### config.mk
export PLATFORM = sky130hd
export DESIGN_NAME = lmsd_scan_ctrl
export DESIGN_NICKNAME = d
export VERILOG_FILES = /design/src/rtl/core/lmsd_pkg.sv /design/src/rtl/core/lmsd_scan_ctrl.sv
export SDC_FILE = /design/constraint.sdc
export NUM_CORES = 1
export LEC_CHECK = 0
export BUFFER_PORTS_ARGS = -buffer_cell sky130_fd_sc_hd__buf_4
export CORE_AREA = 2 2 39 41
export DETAILED_ROUTE_END_ITERATION = 8
export DIE_AREA = 0 0 41 43
export PLACE_DENSITY = 0.71
export SLEW_MARGIN = 25
export SYNTH_ARGS = -nofsm -noshare
export SYNTH_HDL_FRONTEND = slang
export SYNTH_SLANG_ARGS = --single-unit
### constraint.sdc
create_clock -name clock -period 2.91 [get_ports clock]
set_clock_uncertainty 0.15 [all_clocks]
set_input_delay 0.1455 -clock clock [delete_from_list [all_inputs] [get_ports clock]]
set_output_delay 0.1455 -clock clock [all_outputs]
set_load 0.02 [all_outputs]
### src/rtl/core/lmsd_pkg.sv
// Types, constants and helper functions shared by the LED matrix scan driver.
package lmsd_pkg;

   localparam int LEVEL_WIDTH      = 8;
   localparam int ROW_ADDR_WIDTH   = 3;
   localparam int RGB_WIDTH        = 3;
   localparam int REQ_TDATA_WIDTH  = 40;
   localparam int RSP_TDATA_WIDTH  = 16;

   typedef enum logic {
      MODE_WRITE = 1'b0,
      MODE_TICK  = 1'b1
   } mode_type;

   typedef struct packed {
      logic [LEVEL_WIDTH-1:0] red;
      logic [LEVEL_WIDTH-1:0] green;
      logic [LEVEL_WIDTH-1:0] blue;
   } colour_type;

   // What a tick carries from the scan counters to the output stage.
   typedef struct packed {
      logic                      row_end;
      logic [ROW_ADDR_WIDTH-1:0] row_address;
      logic [LEVEL_WIDTH-1:0]    step;
   } tick_info_type;

   // Red in bit 2, green in bit 1, blue in bit 0; a component is lit when it
   // reaches the current brightness step.
   function automatic logic [RGB_WIDTH-1:0] threshold_bits(
      input colour_type             colour,
      input logic [LEVEL_WIDTH-1:0] step
   );
      logic [RGB_WIDTH-1:0] bits;
      bits[2] = (colour.red   >= step);
      bits[1] = (colour.green >= step);
      bits[0] = (colour.blue  >= step);
      return bits;
   endfunction

endpackage

### src/rtl/core/lmsd_scan_ctrl.sv
// Column, row and brightness step counters of the panel scan.
module lmsd_scan_ctrl import lmsd_pkg::*; #(
   parameter int PANEL_COLUMNS    = 32,
   parameter int HALF_ROWS        = 8,
   parameter int BRIGHTNESS_STEPS = 4
) (
   input  logic          clock,
   input  logic          reset,
   input  logic          tick_accept,
   output logic [($clog2(HALF_ROWS * PANEL_COLUMNS))-1:0] rd_addr,
   output tick_info_type tick_info
);

   localparam int AW = $clog2(HALF_ROWS * PANEL_COLUMNS);
   localparam int CW = $clog2(PANEL_COLUMNS);
   localparam int RW = (HALF_ROWS > 1) ? $clog2(HALF_ROWS) : 1;
   localparam int SW = (BRIGHTNESS_STEPS > 1) ? $clog2(BRIGHTNESS_STEPS) : 1;

   logic [CW-1:0] column_ff, column_in;
   logic [RW-1:0] row_ff, row_in;
   logic [SW-1:0] step_ff, step_in;
   logic          last_column;

   assign last_column = (column_ff == CW'(PANEL_COLUMNS - 1));

   always_comb begin
      column_in = column_ff;
      row_in    = row_ff;
      step_in   = step_ff;
      if (tick_accept) begin
         if (!last_column) begin
            column_in = column_ff + 1'b1;
         end else begin
            column_in = '0;
            if (row_ff == RW'(HALF_ROWS - 1)) begin
               row_in = '0;
               if (step_ff == SW'(BRIGHTNESS_STEPS - 1)) begin
                  step_in = '0;
               end else begin
                  step_in = step_ff + 1'b1;
               end
            end else begin
               row_in = row_ff + 1'b1;
            end
         end
      end
   end

   always_ff @(posedge clock) begin
      if (reset) begin
         column_ff <= '0;
         row_ff    <= '0;
         step_ff   <= '0;
      end else begin
         column_ff <= column_in;
         row_ff    <= row_in;
         step_ff   <= step_in;
      end
   end

   // Both halves are read at the same offset within their own store.
   assign rd_addr = AW'(row_ff * PANEL_COLUMNS + column_ff);

   always_comb begin
      tick_info.row_end     = last_column;
      tick_info.row_address = last_column ? ROW_ADDR_WIDTH'(row_ff) : '0;
      tick_info.step        = LEVEL_WIDTH'(step_ff);
   end

endmodule

# After elaboration in Yosys (flattened, before gate mapping)
# Index checks and enable logic that the tools add are counted.
[totals]
reg_bits = 10
input_bits = 3
output_inout_bits = 20
elab_cells = 16
[op_classes]
n_addsub = 4
n_eq_ne = 3
mux = 4
n_reduce_logical = 2
[op_table]
columns = ["cell", "count"]
rows = [
  ["8-bit by 5-bit adder with 8-bit output", 1],
  ["3-bit two-way mux", 2],
  ["5-bit by 1-bit adder with 5-bit output, second input constant", 1],
  ["5-bit == test, second input constant", 1],
  ["5-bit two-way mux", 1],
  ["3-bit by 1-bit adder with 3-bit output, second input constant", 1],
  ["3-bit == test, second input constant", 1],
  ["3-bit AND reduction", 1],
  ["2-bit by 1-bit adder with 2-bit output, second input constant", 1],
  ["2-bit == test, second input constant", 1],
  ["2-bit two-way mux", 1],
  ["2-bit AND reduction", 1],
]

# Logic depth before layout (Yosys ltp)
[depth]
word_depth = 2
depth_mapped = 7
mapped_depth_nobuf = 6

# Worst setup path before layout
# Ideal clock, no wire load.
[synth_timing]
path_type = "register to register"
startpoint = "reg column_ff[0]"
endpoint = "reg row_ff[0]"
setup_time_ps = 128
arrival_ps = 1612
required_time_ps = 2632
slack_ps = 1021
path_stages_with_launch = 8
n_path_buf = 1
period_less_slack_ps = 1889
path_cell_list = "dfxtp_1 ha_1 and3_1 ha_1 clkbuf_1 nand2_1 mux2i_1 nor2_1"
[synth_between]
elab_chain_len = 2
[synth_rtl]
columns = ["item", "line", "text"]
rows = [
  ["start, declared", "lmsd_scan_ctrl.sv:19", "logic [CW-1:0] column_ff, column_in;"],
  ["start signal, assigned", "lmsd_scan_ctrl.sv:55", "column_ff <= column_in;"],
  ["5-bit == test", "lmsd_scan_ctrl.sv:24", "assign last_column = (column_ff == CW'(PANEL_COLUMNS - 1));"],
  ["via last_column", "lmsd_scan_ctrl.sv:22", "logic last_column;"],
  ["2-bit AND reduction (no source line)", "n/a", ""],
  ["end signal, assigned", "lmsd_scan_ctrl.sv:56", "row_ff <= row_in;"],
  ["end, declared", "lmsd_scan_ctrl.sv:20", "logic [RW-1:0] row_ff, row_in;"],
]
# The timed path passes the listed nets, and every way through them passes these cells.
# A chain may end at the register's enable or synchronous reset.

==> results.ini <==
[route]
drtIter0Drc=4
drcViolationCount=0
dr.pass1.iters=3
antenna_left=0
avgViaCountPerCell=4.76
vias=452
routed_wl_um=942
wl_per_cell_um=9.92

[die]
fp.dieW_um=41
dieArea_sq_um=1760
die_height_um=43
ios=23
core_sq_um=1380
initial_core_util_pct=39.9
rows=14

[yosys]
yosys-top-cells-count=10 x dfxtp_1, 7 x a21oi_1, 7 x buf_4
synth_ff_type=dfxtp_1
synth.cell_area_sq_um=552
synth_edf_count=0
synth.distinct_cells=22
yosysMostFrequentCell=dfxtp_1
synth_largest_area_cell=dfxtp_1
syn-instance-count=64
yosysSeqAreaShare_pct=36.3
synth_top_cells_by_area=dfxtp_1 36%, ha_1 11%, buf_4 9.5%, a21oi_1 6.3%, mux2i_1 5.4%
synth-seq-cells=10
syn_area_per_cell_sq_um=8.62
ys_async_sr_fraction_pct=0
ys_warn_count=0
synth_top_area_share_pct=36.3

[timing]
rsz0062_at_grt=false
max_freq_mhz=484
period_share_pct=71.0
slew_viol_final=0
timing.hold.ws_ns=0.0550
setup_violations=0
finalHoldViolations=0
min_period_ns=2.07
tns_ns=0

[place]
dp_cells=91
place_congestion=0.672
placed_area_sq_um=639
dp_hpwl_um=718
io_buffers=16

[clock_tree]
clock_path_buffers=2
cts_tree=done
clk_pin_slew_ns=0.06
clock-sinks=10
cts.repair.resized=0
cts_buffers=3
h-tree-depth=1
insertion_delay_ns=0.26
clockRootBuffer=clkbuf_4

[critical_path]
critPathMaxStageDelay_ns=0.41
critPathArrivalTime_ns=1.77
timing.critical_path.mode_cell=ha_1
cp_num_buf_inv=1
path_cells=ha_1, and3_1, ha_1, and2_1, buf_4
crit_family=adder cells
crit_slowest_cell=dfxtp_1
startpoint_type=flip-flop
required_ns=2.61
crit_fanout=14
critPathKind=reg2out
worstSetupEndpointType=output pin

[power]
cellPowerDensity_nw_per_um2=385
power_leakage_nw=0.335
ir_drop_uv=221

[global_routing]
track_usage_pct=12.6
antenna_found_initial=0
grt_pass1_wl_um=1480
grt.overflow.total=0
grt_pass1_vias=352
grt_max_degree=15

[min_path]
hp-class=in2reg

[job]
maxCapViolCount=0

[finish]
nNetsFinal=89
fin_cells=95
synthToLayoutAreaGrowth_pct=21.8
antennaDiodeCount=0
utilization_pct=48.6
design_area_sq_um=672
drive_above_1_share_pct=25.3

[status]
status=completed

## metrics by stage
stage | setup slack, ns | total power (W)
finish | 0.845 | 0.000259
global route | 0.667 | 0.000273
CTS | 0.831 | 0.000263
detailed placement | 0.880 | 0.000169
global placement | 0.982 | 0.000169
floorplan | 1.02 | 0.000170
## cell families after synthesis
family	after synthesis	synth area share, %
other	1	0.680
adder cells (fa/ha/maj)	5	11.3
multiplexers	3	5.44
AO/OA/AOI/OAI	10	9.30
AND/OR/NAND/NOR	24	23.4
flip-flops	10	36.3
buffers and inverters	11	13.6
## report_power, final
| group | internal (W) | switching, W | total (W) | leakage (nW) |
|---|---|---|---|---|
| Sequential | 0.000139 | 0.00000291 | 0.000142 | 0.0809 |
| Clock | 0.0000476 | 0.0000439 | 0.0000916 | 0.0138 |
| Combinational | 0.00000848 | 0.0000168 | 0.0000253 | 0.240 |
## cells in the final DEF (no fill, tap or decap)
| cell type | n |
|---|---|
| or3_1 | 1 |
| ha_1 | 5 |
| dlygate4sd3_1 | 1 |
| nand4b_1 | 1 |
| o21ai_0 | 2 |
| or4_1 | 1 |
| and2_1 | 3 |
| nand3_1 | 3 |
| nand3b_1 | 1 |
| a31oi_1 | 1 |
| nor4bb_1 | 1 |
| and3_1 | 1 |
| buf_4 | 16 |
| clkbuf_4 | 3 |
| nor3b_1 | 1 |
| nor2_1 | 6 |
| dfxtp_1 | 10 |
| inv_2 | 1 |
| nand2_1 | 5 |
| conb_1 | 6 |
| a21oi_1 | 7 |
| mux2i_1 | 3 |
## path summary, 6_finish.rpt
kind	depth (start not counted)	to	slack (ns)	start
max	5	tick_info[8]	0.84	column_ff[0]$_SDFFE_PP0P_
min	3	row_ff[2]$_SDFFE_PP0P_	0.05	tick_accept
max reg2reg	6	step_ff[0]$_SDFFE_PP0P_	0.88	column_ff[0]$_SDFFE_PP0P_
min reg2reg	2	step_ff[0]$_SDFFE_PP0P_	0.34	step_ff[0]$_SDFFE_PP0P_
## tightest hold or removal path: stages
cell	delay, ns
buf_4	0.15
nand3_1	0.07
a21oi_1	0.05
## state kept, by name, indices dropped and copies added, names as in the netlist
| signal | flops |
|---|---|
| column_ff | 5 |
| step_ff | 2 |
| row_ff | 3 |
## metal layers
layer	wire length, um	GRT usage, %
met1	445	18.1
met2	402	15.0
met3	61	3.14
met4	33	10.0
met5	0	0
## layout make-up
cell class	count	area (sq um)
Clock buffer	3	22.5
Fill cell	145	712
Timing Repair Buffer	17	130
Inverter	1	3.75
Multi-Input combinational cell	48	295
Sequential cell	10	200
Tap cell	16	20.0
## repair_timing
action,4_1_cts,5_1_grt
hold buffers,1,0
setup buffers,0,0
setup endpoints to repair,0,0
hold endpoints to repair,10,0
(Power assumes the default switching activity.)
