File: src/rtl/core/lmsd_pkg.sv
// Types, constants and helper functions shared by the LED matrix scan driver.
package lmsd_pkg;

   localparam int LEVEL_WIDTH      = 8;
   localparam int ROW_ADDR_WIDTH   = 3;
   localparam int RGB_WIDTH        = 3;
   localparam int REQ_TDATA_WIDTH  = 40;
   localparam int RSP_TDATA_WIDTH  = 16;

   typedef enum logic {
      MODE_WRITE = 1'b0,
      MODE_TICK  = 1'b1
   } mode_type;

   typedef struct packed {
      logic [LEVEL_WIDTH-1:0] red;
      logic [LEVEL_WIDTH-1:0] green;
      logic [LEVEL_WIDTH-1:0] blue;
   } colour_type;

   // What a tick carries from the scan counters to the output stage.
   typedef struct packed {
      logic                      row_end;
      logic [ROW_ADDR_WIDTH-1:0] row_address;
      logic [LEVEL_WIDTH-1:0]    step;
   } tick_info_type;

   // Red in bit 2, green in bit 1, blue in bit 0; a component is lit when it
   // reaches the current brightness step.
   function automatic logic [RGB_WIDTH-1:0] threshold_bits(
      input colour_type             colour,
      input logic [LEVEL_WIDTH-1:0] step
   );
      logic [RGB_WIDTH-1:0] bits;
      bits[2] = (colour.red   >= step);
      bits[1] = (colour.green >= step);
      bits[0] = (colour.blue  >= step);
      return bits;
   endfunction

endpackage

File: src/rtl/core/lmsd_store_ctrl.sv
// Write port control for the two half-panel stores, including the clearing sweep.
module lmsd_store_ctrl import lmsd_pkg::*; #(
   parameter int PANEL_COLUMNS = 32,
   parameter int HALF_ROWS     = 8
) (
   input  logic       clock,
   input  logic       reset,
   input  logic       write_accept,
   input  logic [4:0] pixel_row,
   input  logic [4:0] pixel_column,
   input  colour_type pixel_colour,
   output logic       clearing,
   output logic       upper_we,
   output logic       lower_we,
   output logic [($clog2(HALF_ROWS * PANEL_COLUMNS))-1:0] wr_addr,
   output colour_type wr_data
);

   localparam int DEPTH = HALF_ROWS * PANEL_COLUMNS;
   localparam int AW    = $clog2(DEPTH);

   logic          clearing_ff, clearing_in;
   logic [AW-1:0] clr_addr_ff, clr_addr_in;

   logic [6:0]    row_ext;
   logic [6:0]    half_row;
   logic          in_upper;
   logic          in_lower;
   logic          col_ok;
   logic [AW-1:0] pixel_addr;

   // Sweep every entry of both stores once after reset.
   always_comb begin
      clearing_in = clearing_ff;
      clr_addr_in = clr_addr_ff;
      if (clearing_ff) begin
         clr_addr_in = clr_addr_ff + 1'b1;
         if (clr_addr_ff == AW'(DEPTH - 1)) begin
            clearing_in = 1'b0;
         end
      end
   end

   always_ff @(posedge clock) begin
      if (reset) begin
         clearing_ff <= 1'b1;
         clr_addr_ff <= '0;
      end else begin
         clearing_ff <= clearing_in;
         clr_addr_ff <= clr_addr_in;
      end
   end

   // Split the panel row into a half and a row within that half.
   always_comb begin
      row_ext    = {2'b00, pixel_row};
      in_upper   = (row_ext < 7'(HALF_ROWS));
      in_lower   = !in_upper && (row_ext < 7'(2 * HALF_ROWS));
      half_row   = in_upper ? row_ext : (row_ext - 7'(HALF_ROWS));
      col_ok     = ({4'b0000, pixel_column} < 9'(PANEL_COLUMNS));
      pixel_addr = AW'(half_row * PANEL_COLUMNS + pixel_column);
   end

   always_comb begin
      if (clearing_ff) begin
         upper_we = 1'b1;
         lower_we = 1'b1;
         wr_addr  = clr_addr_ff;
         wr_data  = '0;
      end else begin
         upper_we = write_accept && col_ok && in_upper;
         lower_we = write_accept && col_ok && in_lower;
         wr_addr  = pixel_addr;
         wr_data  = pixel_colour;
      end
   end

   assign clearing = clearing_ff;

endmodule

File: config.mk
export PLATFORM = sky130hd
export DESIGN_NAME = lmsd_store_ctrl
export DESIGN_NICKNAME = d
export VERILOG_FILES = /design/src/rtl/core/lmsd_pkg.sv /design/src/rtl/core/lmsd_store_ctrl.sv
export SDC_FILE = /design/constraint.sdc
export NUM_CORES = 1
export LEC_CHECK = 0
export BUFFER_PORTS_ARGS = -buffer_cell sky130_fd_sc_hd__buf_2
export CORE_UTILIZATION = 30
export CTS_BUF_LIST = sky130_fd_sc_hd__clkbuf_8 sky130_fd_sc_hd__clkbuf_16
export CTS_CLUSTER_SIZE = 24
export DETAILED_ROUTE_END_ITERATION = 7
export PLACE_DENSITY = 0.79
export SLEW_MARGIN = 10
export SYNTH_ARGS = -nofsm -noshare
export SYNTH_HDL_FRONTEND = slang
export SYNTH_SLANG_ARGS = --single-unit
File: constraint.sdc
create_clock -name clock -period 1.75 [get_ports clock]
set_input_delay 0.35 -clock clock [delete_from_list [all_inputs] [get_ports clock]]
set_output_delay 0.35 -clock clock [all_outputs]
set_load 0.05 [all_outputs]
# == Word level (Yosys, flattened, before mapping) ==
# Index checks and enable logic that the tools add are counted.
# op_classes
addsub,3
order_cmp,2
eq_ne,1
n_mux,7
n_reduce_logical,4
# op_table
op,count
$mux W24,1
$add A8 B1 Y8 const B,1
$add A8 B5 Y8,1
$eq A8 B8 Y1 const B,1
$mux W8,1
$lt A5 B4 Y1 const B,1
$lt A5 B5 Y1 const B,1
$mux W1,4
$logic_and A1 B1 Y1,3
$mux W3,1
$sub A3 B1 Y3 const B,1
$logic_not A1 Y1,1
# totals
register_bits,9
in_bits,37
elab_cells,19

# == Logic depth before layout (Yosys ltp) ==
# Gate-level depths: netlist of the first run.
# logic_depth
ltp_word,5
ltp_mapped,4
ltp_nobuf,4

# == Least setup slack after synthesis of the first run ==
# Ideal clock, no wire load.
# synth_timing
path_type,reg-to-output
startpoint,reg clearing_ff (netlist: clearing)
endpoint,out wr_data[10] (netlist name)
arrival_ns,1.661
setup_slack_ns,-0.261
stages_incl_launch_ff,4
cell_sequence,dfxtp_1 -> buf_4 -> clkbuf_1 -> nor2b_1
# synth_rtl
element,line,text
from (decl),lmsd_store_ctrl.sv:22,"logic clearing_ff, clearing_in;"
from (signal assigned),lmsd_store_ctrl.sv:49,clearing_ff <= clearing_in;
to (decl),lmsd_store_ctrl.sv:16,output colour_type wr_data

# == Final worst setup path of the first run ==
# layout_timing
startpoint,reg clearing_ff (netlist: clearing)
endpoint,out wr_addr[7]
# layout_between
elab_chain_len,1
# layout_lines
element,line,text
$mux W8,lmsd_store_ctrl.sv:65,if (clearing_ff) begin
to (decl),lmsd_store_ctrl.sv:15,"output logic [($clog2(HALF_ROWS * PANEL_COLUMNS))-1:0] wr_addr,"
# Every way passes these cells.

==> results_dict.tcl, run 1 <==
set metrics [dict create \
    status "finished clean" \
    routedWlPerCell_microns 10.7 \
    postLayoutSetupSlackWorst_ns 0.0554 \
    die_width_microns 48.8 \
    grt_overflow 0 \
    r2r_cells 4 \
    synth_nets 118 \
    ys_seq_area_frac 0.275 \
    grt_usage 0.161 \
    synth.cell_area_sq_um 656 \
    skew_ns 0.000386 \
    place_congestion 0.841 \
    hold_depth 2 \
    switching_share 0.244 \
    netlist-cell-type-count 23 \
    dieArea_sq_um 2380 \
    grt_pass1_wl_microns 2850 \
    die_y_microns 48.8 \
    slew_headroom 0.841 \
    grt_max_degree 30 \
    worstSkewPairLatency_ns 0.23 \
    p_int_uw 415 \
    layout_common_cells "buf_2 (71), nor2b_1 (14), mux2_2 (8), nor2b_2 (8), dfxtp_1 (8)" \
    p_leak_uw 0.000618 \
    ios 72 \
    power.density_nw_per_um2 493 \
    ys_warn_count 0 \
    final_common_cell "buf_2" \
    p_sw_uw 134 \
    core_sq_um 2000 \
    ctsRootBufferMaster "clkbuf_8" \
    arrival_ns 1.34 \
    vdd.ir_drop.worst_uv 247 \
    setup_viol 0 \
    vias_per_cell 4.65 \
    post-place-ws_ns 0.292 \
    hold_buffers 0 \
    maxCapViolCount 0 \
    ant_nets 0 \
    areaGrowthSynthToFinish_pct 70.0 \
    final.min_clock_period_ns 1.69 \
    timing.hold.ws_ns 0.384 \
    tightest_slew_ns 0.236 \
    synth-seq-cells 9 \
    diodes 0 \
    fin_crit_sh 0.968 \
    crit_fanout 13 \
    antenna_found_initial 0 \
    start_kind "register" \
    whs_endpoint "clr_addr_ff[5]" \
    num_vias 832 \
    p_clk_frac 0.428 \
    routed_wl_microns 1910 \
    clkSinkCount 9 \
    hold_viol 0 \
    critPathKind "register to output port" \
    hold_path_class "primary input to register" \
    cts_max_level 1 \
    syn_avg_cell_area_sq_um 8.20 \
    rsz0062_at_grt "false" \
    slew_violations 0 \
    max_freq_mhz 590 \
    power_frac_comb 0.171 \
    p_seq_frac 0.401 \
    cp-end-kind "output port" \
    drtIter0Drc 8 \
    cts-resized-gates 0 \
    cts_buffers 3 \
    regToRegStartpoint "clearing" \
    r2r_end "clr_addr_ff[7]" \
    finalSetupTns_ns 0 \
    cts.clk_slew.worst_paths_ns 0.04 \
    r2r_slack_ns 0.46 \
    cts_tree "done" \
    drc 0 \
    worstPathRequired_ns 1.40 \
    place_hpwl_microns 1580 \
    drtPass1Iterations 3 \
    num_rows 16 \
    start_util 0.328 \
    grt_pass1_vias 707 \
    cts_setup_buffers 0 \
    syn_inst 80 \
    hp-start "reset" \
    io_buffer_count 71 \
    fin_nets 191 \
    cts.path.max_buffers 2 \
    layout-drive-gt1-share 0.632 \
]
## metal layers
| metal | track usage | part of all wire |
|---|---|---|
| met5 | 0 | 0 |
| met2 | 0.308 | 0.54 |
| met3 | 0.0566 | 0.090 |
| met4 | 0.0882 | 0.014 |
| met1 | 0.145 | 0.36 |
## metrics by stage
step / instances / utilization / power (uW) / instance area [sq um]
CTS: 179 / 0.557 / 555 / 1110
detailed placement: 175 / 0.534 / 319 / 1070
finish: 179 / 0.557 / 549 / 1110
global route: 179 / 0.557 / 581 / 1110
floorplan: 80 / - / 272 / 678
global placement: 175 / 0.534 / 316 / 1070
## flip-flops by register name (all words and copies together) (netlist names)
register	count
clr_addr_ff	8
clearing	1
## worst max-delay path, cell delays in order, from the launching register on
cell	delay [ns]
dfxtp_2	0.34
buf_4	0.21
mux2_2	0.35
buf_2	0.21
## worst max-delay path by stage
stage / from / to / slack (ns) / depth (start not counted)
global route: clearing / wr_addr[7] / 0.01 / 3
floorplan: clearing / wr_data[15] / 0.04 / 2
finish: clearing / wr_addr[7] / 0.06 / 3
detailed placement: clearing / wr_addr[7] / 0.29 / 3
CTS: clearing / wr_addr[7] / 0.04 / 3
global placement: clearing / wr_addr[7] / 0.32 / 3
## kinds of logic after synthesis
logic type / after synthesis / share of synthesized area
AND/OR/NAND/NOR: 41 / 0.372
AO/OA/AOI/OAI: 9 / 0.0802
multiplexers: 9 / 0.153
flip-flops: 9 / 0.275
buffers and inverters: 7 / 0.0477
XOR/XNOR: 4 / 0.0534
adder cells (fa/ha/maj): 1 / 0.0191
## layout make-up
| class | count | area (sq um) |
|---|---|---|
| sequential | 9 | 181 |
| clock buffer | 3 | 41.3 |
| timing repair buffer | 73 | 383 |
| multi-input combinational | 64 | 464 |
| tap | 27 | 33.8 |
| fill | 193 | 887 |
| clock inverter | 1 | 3.75 |
| inverter | 2 | 7.51 |
## power by group through the flow
| stage | registers, uW | logic (uW) | clock network [uW] |
|---|---|---|---|
| 2_1_floorplan | 222 | 50.0 | 0 |
| 3_3_place_gp | 223 | 92.3 | 0 |
| 3_5_place_dp | 224 | 95.1 | 0 |
| 4_1_cts | 220 | 95.3 | 240 |
| 5_1_grt | 220 | 101 | 259 |
| 6_report | 220 | 94.0 | 235 |
## cells in the mapped netlist
cell type  count  area [sq um]
ha_1           1          12.5
mux2_2         8          90.1
nand2b_1       1          6.26
dfxtp_1        9           180
or3_1          3          18.8
mux2i_1        1          10.0
nand2_1        2          7.51
clkbuf_1       2          7.51
a31o_2         2          17.5
buf_1          1          3.75
o21ai_0        4          20.0
buf_4          1          7.51
nand4_1        2          12.5
xor2_1         3          26.3
nor2_1         5          18.8
nor2b_1       22           138
and2b_1        2          15.0
nand4_2        1          12.5
buf_2          1          5.00
a21oi_1        3          15.0
xnor2_1        1          8.76
nand3_1        3          15.0
inv_1          2          7.51
Note: power is estimated with default switching activity, not from simulation.
==> run 2: changes to the inputs <==
- ABC_AREA: default -> 1
- PLACE_DENSITY: 0.79 -> 0.75
==> results_dict.tcl, run 2 <==
set metrics [dict create \
    hold_buffers 0 \
    worstPathRequired_ns 1.40 \
    routed_wl_microns 1980 \
    syn_inst 145 \
    utilization 0.525 \
    status "finished clean" \
    ant_nets 0 \
    synth_largest_area_cell "dfxtp_1" \
    die_width_microns 52.6 \
    ys.flop_type "dfxtp_1" \
    cp-end-kind "output port" \
    synth_commonest_cells "nor2_1 (38), nand2_1 (37), inv_1 (33), dfxtp_1 (9), nand3_1 (8)" \
    power_frac_comb 0.192 \
    synth.cell_area_sq_um 767 \
    p_seq_frac 0.391 \
    r2r_cells 6 \
    setup_viol 0 \
    place_hpwl_microns 1610 \
    skew_ns 0.000842 \
    synth-seq-cells 9 \
    cts-resized-gates 0 \
    grt.busiest_layer "met2" \
    ctsRootBufferMaster "clkbuf_8" \
    r2r_end "clearing" \
    max_freq_mhz 640 \
    fin_nets 257 \
    worstSkewPairLatency_ns 0.23 \
    regMostFlops "clr_addr_ff" \
    finalSetupTns_ns 0 \
    slew_violations 0 \
    hold_path_class "primary input to register" \
    cts_setup_buffers 0 \
    ys_seq_area_frac 0.235 \
    routedWlPerCell_microns 8.04 \
    grt_pass1_wl_microns 3130 \
    io_buffer_count 71 \
    r2r_slack_ns 0.54 \
    rsz0062_at_grt "false" \
    cts.path.max_buffers 2 \
    grt_usage 0.156 \
    cts.clk_slew.worst_paths_ns 0.04 \
    cts_max_level 1 \
    final.min_clock_period_ns 1.56 \
    clkSinkCount 9 \
    timing.hold.ws_ns 0.294 \
    die_y_microns 52.6 \
    whs_endpoint "clr_addr_ff[2]" \
    layout_common_cells "buf_2 (71), nand2_1 (37), inv_1 (34), nor2_1 (34)" \
    final_cells 246 \
    hp-start "reset" \
    vdd.ir_drop.worst_uv 420 \
    vias_per_cell 4.20 \
    synth_edf_count 0 \
    place_congestion 0.738 \
    areaGrowthSynthToFinish_pct 58.6 \
    switching_share 0.262 \
    drtPass1Iterations 4 \
    grt_pass1_vias 774 \
    hold_depth 2 \
    hold_viol 0 \
    cts_buffers 3 \
    slew_headroom 0.834 \
    yosys.area.top_type_share 0.235 \
    ys_warn_count 0 \
    largest_reg_flops 8 \
    async_flop_share 0 \
    layout-drive-gt1-share 0.408 \
    met1_usage 0.168 \
    regToRegStartpoint "clr_addr_ff[1]" \
    drtIter0Drc 11 \
    yosysMostFrequentCell "nor2_1" \
    p_int_uw 413 \
    power_uw 559 \
    dieArea_sq_um 2760 \
    cts_tree "done" \
    num_vias 1034 \
    arrival_ns 1.21 \
    ys_top_cells_by_area "dfxtp_1 (23%), nor2_1 (19%), nand2_1 (18%)" \
    placed_cells 242 \
    grt_overflow 0 \
    maxCapViolCount 0 \
    syn_avg_cell_area_sq_um 5.29 \
    use_met3 0.0493 \
    num_rows 17 \
    grt_max_degree 18 \
    antenna_found_initial 0 \
    crit_fanout 12 \
    p_leak_uw 0.000797 \
    ios 72 \
    p_sw_uw 147 \
    tightest_slew_ns 0.249 \
    synth_nets 183 \
    power.density_nw_per_um2 460 \
    nFillCells 244 \
    diodes 0 \
    start_util 0.331 \
    netlist-cell-type-count 17 \
    final_common_cell "buf_2" \
    core_sq_um 2320 \
    start_kind "register" \
    grt_use_met2 0.264 \
    p_clk_frac 0.417 \
    drc 0 \
    critPathKind "register to output port" \
    fin_crit_sh 0.893 \
]
[run 2: worst max-delay path, cell delays in order (launching register included)]
cell,delay (ns)
dfxtp_2,0.37
buf_4,0.20
nand2_1,0.08
nand2_1,0.07
buf_2,0.25
[run 2: worst max-delay path by stage]
stage / slack (ns) / start / cells past startpoint / to
after CTS: 0.18 / clearing / 4 / wr_addr[0]
final: 0.19 / clearing / 4 / wr_addr[0]
after global placement: 0.44 / clearing / 4 / wr_addr[2]
after detailed placement: 0.44 / clearing / 4 / wr_addr[0]
after global routing: 0.10 / clearing / 4 / wr_addr[6]
after floorplan: -0.007 / clearing / 3 / wr_data[10]
[run 2: kinds of logic after synthesis]
| kind of cell | share of synthesized area |
|---|---|
| flops | 0.235 |
| fa+ha+maj | 0.0163 |
| compound gates | 0.0571 |
| buf+inv | 0.228 |
| simple gates | 0.463 |
[run 2: power by group through the flow]
stage	clock network, uW	logic (uW)	registers [uW]
after global placement	0	107	222
after detailed placement	0	108	222
after global routing	252	121	219
after floorplan	0	59.6	220
after CTS	240	109	218
final	233	107	219
[run 2: stage by stage]
| step | instance area, sq um | setup WS, ns |
|---|---|---|
| after global placement | 1170 | 0.442 |
| after detailed placement | 1170 | 0.437 |
| after floorplan | 786 | -0.00715 |
| after CTS | 1220 | 0.182 |
| final | 1220 | 0.188 |
| after global routing | 1220 | 0.102 |
[run 2: area by class of cell]
type	count	area, sq um	share of cell area
multi-input combinational	96	429	0.353
clock buffer	3	41.3	0.0340
clock inverter	1	3.75	0.00309
tap	28	35.0	0.0288
sequential	9	181	0.149
inverter	34	128	0.105
timing repair buffer	75	398	0.327
[run 2: routing by layer]
layer,up-vias,part of all wire
met5,-,0
met1,417,0.42
li1,563,-
met2,49,0.44
met4,0,0.021
met3,5,0.12
