File: src/rtl/core/lmsd_pkg.sv
// Types, constants and helper functions shared by the LED matrix scan driver.
package lmsd_pkg;

   localparam int LEVEL_WIDTH      = 8;
   localparam int ROW_ADDR_WIDTH   = 3;
   localparam int RGB_WIDTH        = 3;
   localparam int REQ_TDATA_WIDTH  = 40;
   localparam int RSP_TDATA_WIDTH  = 16;

   typedef enum logic {
      MODE_WRITE = 1'b0,
      MODE_TICK  = 1'b1
   } mode_type;

   typedef struct packed {
      logic [LEVEL_WIDTH-1:0] red;
      logic [LEVEL_WIDTH-1:0] green;
      logic [LEVEL_WIDTH-1:0] blue;
   } colour_type;

   // What a tick carries from the scan counters to the output stage.
   typedef struct packed {
      logic                      row_end;
      logic [ROW_ADDR_WIDTH-1:0] row_address;
      logic [LEVEL_WIDTH-1:0]    step;
   } tick_info_type;

   // Red in bit 2, green in bit 1, blue in bit 0; a component is lit when it
   // reaches the current brightness step.
   function automatic logic [RGB_WIDTH-1:0] threshold_bits(
      input colour_type             colour,
      input logic [LEVEL_WIDTH-1:0] step
   );
      logic [RGB_WIDTH-1:0] bits;
      bits[2] = (colour.red   >= step);
      bits[1] = (colour.green >= step);
      bits[0] = (colour.blue  >= step);
      return bits;
   endfunction

endpackage

File: src/rtl/core/lmsd_pixel_out.sv
// Threshold compare and result register, with the read stage that feeds it.
module lmsd_pixel_out import lmsd_pkg::*; (
   input  logic                      clock,
   input  logic                      reset,
   input  logic                      tick_accept,
   input  tick_info_type             tick_info,
   input  colour_type                upper_colour,
   input  colour_type                lower_colour,
   input  logic                      rsp_tready,
   output logic                      take_ok,
   output logic                      rsp_tvalid,
   output logic [RGB_WIDTH-1:0]      rsp_upper_rgb,
   output logic [RGB_WIDTH-1:0]      rsp_lower_rgb,
   output logic                      rsp_row_end,
   output logic [ROW_ADDR_WIDTH-1:0] rsp_row_address
);

   logic          read_valid_ff, read_valid_in;
   tick_info_type read_info_ff, read_info_in;
   logic          rsp_valid_ff, rsp_valid_in;
   logic [RGB_WIDTH-1:0]      upper_rgb_ff, upper_rgb_in;
   logic [RGB_WIDTH-1:0]      lower_rgb_ff, lower_rgb_in;
   logic                      row_end_ff, row_end_in;
   logic [ROW_ADDR_WIDTH-1:0] row_address_ff, row_address_in;
   logic                      advance;

   // The read stage moves on whenever the result register is free or emptying.
   assign advance = !rsp_valid_ff || rsp_tready;
   assign take_ok = !read_valid_ff || advance;

   always_comb begin
      read_valid_in = tick_accept || (read_valid_ff && !advance);
      read_info_in  = tick_accept ? tick_info : read_info_ff;
      rsp_valid_in  = advance ? read_valid_ff : rsp_valid_ff;
      if (advance && read_valid_ff) begin
         upper_rgb_in   = threshold_bits(upper_colour, read_info_ff.step);
         lower_rgb_in   = threshold_bits(lower_colour, read_info_ff.step);
         row_end_in     = read_info_ff.row_end;
         row_address_in = read_info_ff.row_address;
      end else begin
         upper_rgb_in   = upper_rgb_ff;
         lower_rgb_in   = lower_rgb_ff;
         row_end_in     = row_end_ff;
         row_address_in = row_address_ff;
      end
   end

   always_ff @(posedge clock) begin
      if (reset) begin
         read_valid_ff <= 1'b0;
         rsp_valid_ff  <= 1'b0;
      end else begin
         read_valid_ff <= read_valid_in;
         rsp_valid_ff  <= rsp_valid_in;
      end
   end

   always_ff @(posedge clock) begin
      read_info_ff   <= read_info_in;
      upper_rgb_ff   <= upper_rgb_in;
      lower_rgb_ff   <= lower_rgb_in;
      row_end_ff     <= row_end_in;
      row_address_ff <= row_address_in;
   end

   assign rsp_tvalid      = rsp_valid_ff;
   assign rsp_upper_rgb   = upper_rgb_ff;
   assign rsp_lower_rgb   = lower_rgb_ff;
   assign rsp_row_end     = row_end_ff;
   assign rsp_row_address = row_address_ff;

endmodule

File: config.mk
export PLATFORM = sky130hd
export DESIGN_NAME = lmsd_pixel_out
export DESIGN_NICKNAME = d
export VERILOG_FILES = /design/src/rtl/core/lmsd_pkg.sv /design/src/rtl/core/lmsd_pixel_out.sv
export SDC_FILE = /design/constraint.sdc
export NUM_CORES = 1
export LEC_CHECK = 0
export ABC_CLOCK_PERIOD_IN_PS = 2900
export BUFFER_PORTS_ARGS = -buffer_cell sky130_fd_sc_hd__buf_2
export CORE_MARGIN = 2
export CORE_UTILIZATION = 52
export DETAILED_ROUTE_END_ITERATION = 10
export PLACE_DENSITY = 0.84
export SLEW_MARGIN = 20
export SYNTH_ARGS = -nofsm -noshare
export SYNTH_HDL_FRONTEND = slang
export SYNTH_SLANG_ARGS = --single-unit
File: constraint.sdc
create_clock -name clock -period 2.9 [get_ports clock]
set_clock_uncertainty 0.15 [all_clocks]
set_input_delay 0.29 -clock clock [delete_from_list [all_inputs] [get_ports clock]]
set_output_delay 0.29 -clock clock [all_outputs]
set_load 0.02 [all_outputs]
== After elaboration in Yosys (flattened, before gate mapping) ==
Cells that the tools add are included.
Word-level totals
  flip-flop bits (word level): 24
  input port bits: 64
  output and inout port bits: 12
  logic and storage cells: 23
Cells by class
  magnitude comparators: 6
  reductions and logical operators: 8
Operators with widths (count)
  8-bit >= comparator: 6
  1-bit logical NOT: 3
  1-bit logical OR: 3
  1-bit logical AND: 2

== Longest topological paths before layout ==
Gate-level depths: netlist of the first run.
  depth after elaboration: 5
  gate-level depth with buffers: 5
  gate-level depth less buffers: 5

== Worst setup path after synthesis of the first run ==
No wires, ideal clock.
  path type: reg-to-reg
  start: register read_info_ff[6] in the netlist's numbering
  end: register upper_rgb_ff[0] (netlist: rsp_upper_rgb[0]), data pin
  setup time: 263 ps
  arrival: 1222 ps
  required time: 2487 ps
  path slack: 1265 ps
  stages on the path, launching flop included: 6
  buffers on the path: 0
  clock period less this slack: 1635 ps
  cells stage by stage: edfxtp_1 inv_1 ha_1 a21o_1 a221oi_2 o21ai_1
Between the ends
  cells in the longest elaborated chain, start to end: 1
Ends and longest elaborated chain
  start, declared: line lmsd_pixel_out.sv:19  | tick_info_type read_info_ff, read_info_in;
  start signal, assigned: line lmsd_pixel_out.sv:59  | read_info_ff <= read_info_in;
  8-bit >= comparator: line lmsd_pkg.sv:37  | bits[0] = (colour.blue >= step);
  end signal, assigned: line lmsd_pixel_out.sv:60  | upper_rgb_ff <= upper_rgb_in;
  end, declared: line lmsd_pixel_out.sv:21  | logic [RGB_WIDTH-1:0] upper_rgb_ff, upper_rgb_in;
Every way passes these cells.
A chain may end at the register's enable or synchronous reset.

== Worst setup path after layout of the first run ==
  start: register read_info_ff[7] in the netlist's numbering
  end: register upper_rgb_ff[2] (netlist: rsp_upper_rgb[2]), data pin
Between the ends
  cells in the longest elaborated chain, start to end: 1
Ends and longest elaborated chain
  8-bit >= comparator: line lmsd_pkg.sv:35  | bits[2] = (colour.red >= step);
Every way passes these cells.

==> reports/qor.txt, run 1 <==
layout cell share with drive strength beyond 1 - 0.3849
Die ar. - 3923 µm²
max-slew violation count - 0
ANT cells - 0
CTS max path bufs - 2
pin count of the biggest net entering global routing - 15
CP peak stage delay - 380 ps
height of the chip - 62.64 µm
final instance area - 2411 µm²
final worst-path cycle share - 0.6421
DR vias - 1,448
main combinational cell family by area after synthesis - adder cells
CTS H-Tree Depth - 1
crit-path cells - inv_1, ha_1, and3_2, a221oi_2, o21ai_1
total CTS buffers - 3
number of buffers added on ports - 75
Yosys reg bits - 24
GPL Wtd Cong - 0.8157
switching power - 0.2455 mW
Final nets - 352
Mapped Avg Cell Area - 12.25 µm²
cell area power density - 386.7 nW/µm²
initial cell density of the core - 0.5401
Crit path required time - 2830 ps
Max IR drop VDD - 0.5161 mV
detailed-placement wirelength estimate - 3.187 mm
Worst-Skew Late Latency - 320 ps
clk root buf - clkbuf_4
LEAKAGE - 1.298 nW
Post-Synth XOR/XNOR Area - 0
clock power share - 0.258
Reg2Reg Launch Point - read_info_ff[7]
CTS tree - yes
CP Capture Type - flip-flop
max-cap violation count - 0
# clock sinks - 24
DR pass1 iterations - 4
synth unique cells - 15
Combinational Power Share - 0.296
Sw Ratio - 0.2633
FMAX - 537.0 MHz
HP Class - input port to flip-flop
DR iter-0 viols - 34
Placed Instance Area - 2228 µm²
min-delay src - rsp_tready
multiplexer share of the synthesized area - 0
Cells after DPL - 268
CP Depth - 5
Max transition margin - 0.8069
vias in the first global route - 1,485
family with the most delay on the worst path - flip-flops
Worst Hold End - rsp_tvalid
Worst Hold Depth - 4
DR vias/cell - 5.081
Area Growth Syn to Fin - 34.85%
clock slew at reported path FFs - 130 ps
status - completed
Congestion Overflow GR - 0
first-pass GRT wire length - 6.396 mm
final setup fails - 0
syn_nets - 258
routed wire length - 3.833 mm
WP buf/inv - 1
Final Hold Fails - 0
setup tns final - 0 ps
crit path max fanout - 6
post-synthesis sequential area ratio - 0.3919
path depth of the worst reg2reg path - 5
Non-Filler Instances - 285
RSZ-0062 raised after global routing - false
I/O Pins - 76
crit path DAT - 1790 ps
Synth Warn # - 0
sequential power share - 0.446
Crit-path slowest cell - edfxtp_1
Critical R2R Capture - rsp_upper_rgb[2]
# rows - 21
initial antenna violation count - 0
Post-Synth Adder-Cell Area - 0.3359
flop-to-flop setup slack - 1040 ps
crit path launch type - flip-flop
DR DRC count - 0
Overall Global Routing Usage - 0.2080
Synth Area in Simple Gates - 0.07838
internal power - 0.6868 mW
core box area - 3311 µm²
Synth Area in Compound Gates - 0.1666
wire per inst - 13.45 µm
post-route antenna net violation count - 0
Post-Syn Instances - 146
Crit Path Class - flip-flop to flip-flop
die width - 62.64 µm
Worst Max-Slew Pin Slew - 289.7 ps
Final Critical Period - 1862 ps
Post-Syn Area - 1788 µm²
## stage by stage
stage / power [mW] / setup slack (ps) / hold WS (ps) / util
after floorplan: 0.5859 / 1265 / 212.4 / -
after global routing: 0.9926 / 936.2 / 164.4 / 0.7283
final: 0.9323 / 1038 / 120.3 / 0.7283
after CTS: 0.9375 / 1026 / 2.201 / 0.7252
after detailed placement: 0.6883 / 1043 / 254.5 / 0.6731
after global placement: 0.6724 / 1119 / 250.6 / 0.6731
## area by class of cell
type / count / area [µm²]
inverter: 13 / 48.80
sequential: 24 / 700.7
timing repair buffer: 89 / 513.0
clock inverter: 1 / 30.03
clock buffer: 3 / 22.52
fill: 264 / 899.6
tap: 46 / 57.56
multi-input combinational: 109 / 1039
## synthesized netlist by cell type, drive strengths merged
master | n | area (µm²)
a21o | 18 | 135.1
a21oi | 1 | 5.000
a221oi | 6 | 90.09
a31oi | 6 | 37.54
and3 | 6 | 45.04
dfxtp | 2 | 40.04
edfxtp | 22 | 660.6
ha | 48 | 600.6
inv | 13 | 48.80
nand2 | 1 | 3.750
nand2b | 6 | 37.54
nand3 | 6 | 30.03
nor2 | 3 | 11.26
nor2b | 2 | 12.51
o21ai | 6 | 30.03
## timing repair
| item | 4_1_cts | 5_1_grt |
|---|---|---|
| endpoints found under the hold margin | 13 | 1 |
| buffers inserted | 0 | 0 |
| resized for setup | 0 | 0 |
| hold buffers | 12 | 1 |
## placed cells by master (no fill, tap or decap), types with 2 or more instances in the layout
cell and n:
a31oi_1 6, a221oi_2 6, nor2_1 3, clkbuf_4 3
o21ai_1 6, and3_2 6, nand2b_1 6, nand3_1 6
dfxtp_1 2, inv_1 13, edfxtp_1 22, a21o_1 18
nor2b_1 2, buf_2 75, dlygate4sd3_1 13, ha_1 48
## worst register-to-register path, stage by stage (launching register included)
cell	delay, ps
edfxtp_1	380
inv_1	240
ha_1	320
and3_2	230
a221oi_2	210
o21ai_1	100
## power groups by stage
stage / Combinational (mW) / Sequential, mW / Clock [mW]
2_1_floorplan: 0.151 / 0.435 / 0
6_report: 0.276 / 0.416 / 0.241
3_5_place_dp: 0.264 / 0.424 / 0
3_3_place_gp: 0.250 / 0.423 / 0
5_1_grt: 0.314 / 0.419 / 0.259
4_1_cts: 0.278 / 0.416 / 0.243
## routing by layer
| metal | global-route usage | share of wire | vias to the layer above |
|---|---|---|---|
| met5 | 0 | 0 | - |
| li1 | - | - | 752 |
| met2 | 0.3656 | 0.49 | 50 |
| met3 | 0.04324 | 0.053 | 2 |
| met4 | 0.05278 | 0.0055 | 0 |
| met1 | 0.2608 | 0.45 | 644 |
## worst max path at each step
stage / from / endpoint
after floorplan: read_info_ff[6] / rsp_upper_rgb[0]
after global placement: read_info_ff[6] / rsp_upper_rgb[1]
after detailed placement: read_info_ff[7] / rsp_upper_rgb[2]
after CTS: read_info_ff[7] / rsp_upper_rgb[2]
after global routing: read_info_ff[6] / rsp_upper_rgb[1]
final: read_info_ff[7] / rsp_upper_rgb[2]
## state kept, by name, summed over array words and instances, names as in the netlist
register / flops
read_info_ff: 12
rsp_lower_rgb: 3
rsp_row_address: 3
rsp_upper_rgb: 3
read_valid_ff: 1
rsp_row_end: 1
rsp_tvalid: 1
## cells by family after synthesis
logic type,count (synthesis)
fa+ha+maj,48
buf+inv,13
simple gates,24
compound gates,37
flops,24
(Power assumes the default switching activity.)
==> run 2: changes to the inputs <==
--- a/config.mk
+++ b/config.mk
@@ -5,12 +5,12 @@
 export SDC_FILE = /design/constraint.sdc
 export NUM_CORES = 1
 export LEC_CHECK = 0
-export ABC_CLOCK_PERIOD_IN_PS = 2900
+export ABC_CLOCK_PERIOD_IN_PS = 1900
 export BUFFER_PORTS_ARGS = -buffer_cell sky130_fd_sc_hd__buf_2
 export CORE_MARGIN = 2
-export CORE_UTILIZATION = 52
+export CORE_UTILIZATION = 48
 export DETAILED_ROUTE_END_ITERATION = 10
-export PLACE_DENSITY = 0.84
+export PLACE_DENSITY = 0.78
 export SLEW_MARGIN = 20
 export SYNTH_ARGS = -nofsm -noshare
 export SYNTH_HDL_FRONTEND = slang
==> constraint.sdc (replaced) <==
create_clock -name clock -period 1.9 [get_ports clock]
set_clock_uncertainty 0.15 [all_clocks]
set_input_delay 0.19 -clock clock [delete_from_list [all_inputs] [get_ports clock]]
set_output_delay 0.19 -clock clock [all_outputs]
set_load 0.02 [all_outputs]
==> run 2 against run 1 <==
Die area up 7.8%. Register-to-register slack worse by 920 ps. Combinational power up 51%. Sequential share of layout area down 0.25 points. Final area up 0.88%. Maximum frequency up 4.4%. Clock power up 91%. Critical endpoint is now rsp_lower_rgb[1]. Largest power group unchanged.
==> reports/qor.txt, run 2 (synthesis gave the netlist of run 1 again) <==
status - completed
Non-Filler Instances - 287
post-route antenna net violation count - 0
ANT cells - 0
CTS max path bufs - 2
postcts setup bufs - 0
layout cell share with drive strength beyond 1 - 0.3891
path depth of the worst reg2reg path - 5
Final nets - 352
DR vias/cell - 5.080
crit path DAT - 1660 ps
Die ar. - 4229 µm²
DR vias - 1,458
final worst-path cycle share - 0.9392
HP Class - input port to flip-flop
wire per inst - 13.92 µm
Critical R2R Capture - rsp_lower_rgb[1]
max reg flops - 12
DR pass1 iterations - 4
Cells after DPL - 270
hold_ws - 70.60 ps
GRT busiest layer - met2
Worst Hold End - rsp_tvalid
DR iter-0 viols - 29
grt met3 use - 0.03646
met2 Usage GRT - 0.3544
core box area - 3633 µm²
GPL Wtd Cong - 0.7534
first-pass GRT wire length - 6.120 mm
Crit path required time - 1780 ps
flop-to-flop setup slack - 120 ps
height of the chip - 65.03 µm
vias in the first global route - 1,408
met1 usage - 0.2285
Worst Max-Slew Pin Slew - 296.3 ps
number of buffers added on ports - 75
min-delay src - rsp_tready
routed wire length - 3.995 mm
# clock sinks - 24
leading cell types in the layout, fill and taps excluded - buf_2, ha_1, edfxtp_1
setup tns final - 0 ps
crit path max fanout - 6
die width - 65.03 µm
Reg2Reg Launch Point - read_info_ff[4]
Overall Global Routing Usage - 0.1931
Max transition margin - 0.8025
RSZ-0062 raised after global routing - false
CP Capture Type - flip-flop
total CTS buffers - 3
max-slew violation count - 0
pin count of the biggest net entering global routing - 15
initial antenna violation count - 0
CTS H-Tree Depth - 1
clk root buf - clkbuf_8
Final Critical Period - 1784 ps
DR DRC count - 0
# rows - 22
Final Hold Fails - 0
Worst Hold Depth - 4
Congestion Overflow GR - 0
Max IR drop VDD - 0.4036 mV
detailed-placement wirelength estimate - 3.126 mm
Reg with most FFs - read_info_ff
Crit Path Class - flip-flop to flip-flop
commonest non-fill, non-tap cell in the layout - buf_2
LEAKAGE - 1.305 nW
crit path launch type - flip-flop
clock slew at reported path FFs - 90 ps
final setup fails - 0
Area Growth Syn to Fin - 36.04%
max-cap violation count - 0
Worst-Skew Late Latency - 270 ps
CTS tree - yes
cell area power density - 621.0 nW/µm²
I/O Pins - 76
FMAX - 560.4 MHz
initial cell density of the core - 0.4921
run 2: cell counts in the layout (fill, tap and decap cells not counted):
Identical to the previous run, type by type.
run 2: cell type report:
type                            instances  area [µm²]
Clock buffer                            3       41.29
Clock inverter                          1       30.03
Fill cell                             299        1201
Inverter                               13       48.80
Multi-Input combinational cell        109        1039
Sequential cell                        24       700.7
Tap cell                               48       60.06
Timing Repair Buffer                   89       513.0
run 2: what timing repair did:
item                       CTS  global route
resized for setup            0             1
setup endpoints to repair    0             1
hold endpoints to repair    14             0
hold buffers                13             0
run 2: worst max path at each step:
stage / startpoint / endpoint / slack [ps] / cells after the start
6_report: read_info_ff[4] / rsp_lower_rgb[1] / 120 / 5
5_1_grt: read_info_ff[4] / rsp_lower_rgb[1] / 2 / 5
4_1_cts: read_info_ff[7] / rsp_lower_rgb[2] / 110 / 5
3_5_place_dp: read_info_ff[7] / rsp_upper_rgb[2] / 110 / 5
3_3_place_gp: read_info_ff[7] / rsp_lower_rgb[2] / 130 / 5
2_1_floorplan: read_info_ff[6] / rsp_upper_rgb[0] / 260 / 5
run 2: through the flow:
stage	utilization	setup slack [ps]	area, µm²	power (mW)
floorplan	-	264.9	1788	0.8943
global placement	0.6140	129.0	2231	1.029
detailed placement	0.6140	112.5	2231	1.043
CTS	0.6694	108.8	2432	1.525
global route	0.6694	2.321	2432	1.598
finish	0.6694	115.6	2432	1.511
run 2: critical path, stage by stage, from the launching register on:
cell	delay, ps
edfxtp_1	360
inv_1	210
ha_1	300
a21o_1	200
a221oi_2	240
o21ai_1	90
run 2: power by group:
part	internal (mW)	total (mW)	switching (mW)
clock network	0.282	0.460	0.178
registers	0.622	0.635	0.0123
logic	0.211	0.416	0.206
run 2: metal layers:
metal	part of all wire	wire length, µm
met1	0.45	1798
met2	0.47	1890
met3	0.065	261
met4	0.011	45
met5	0	0
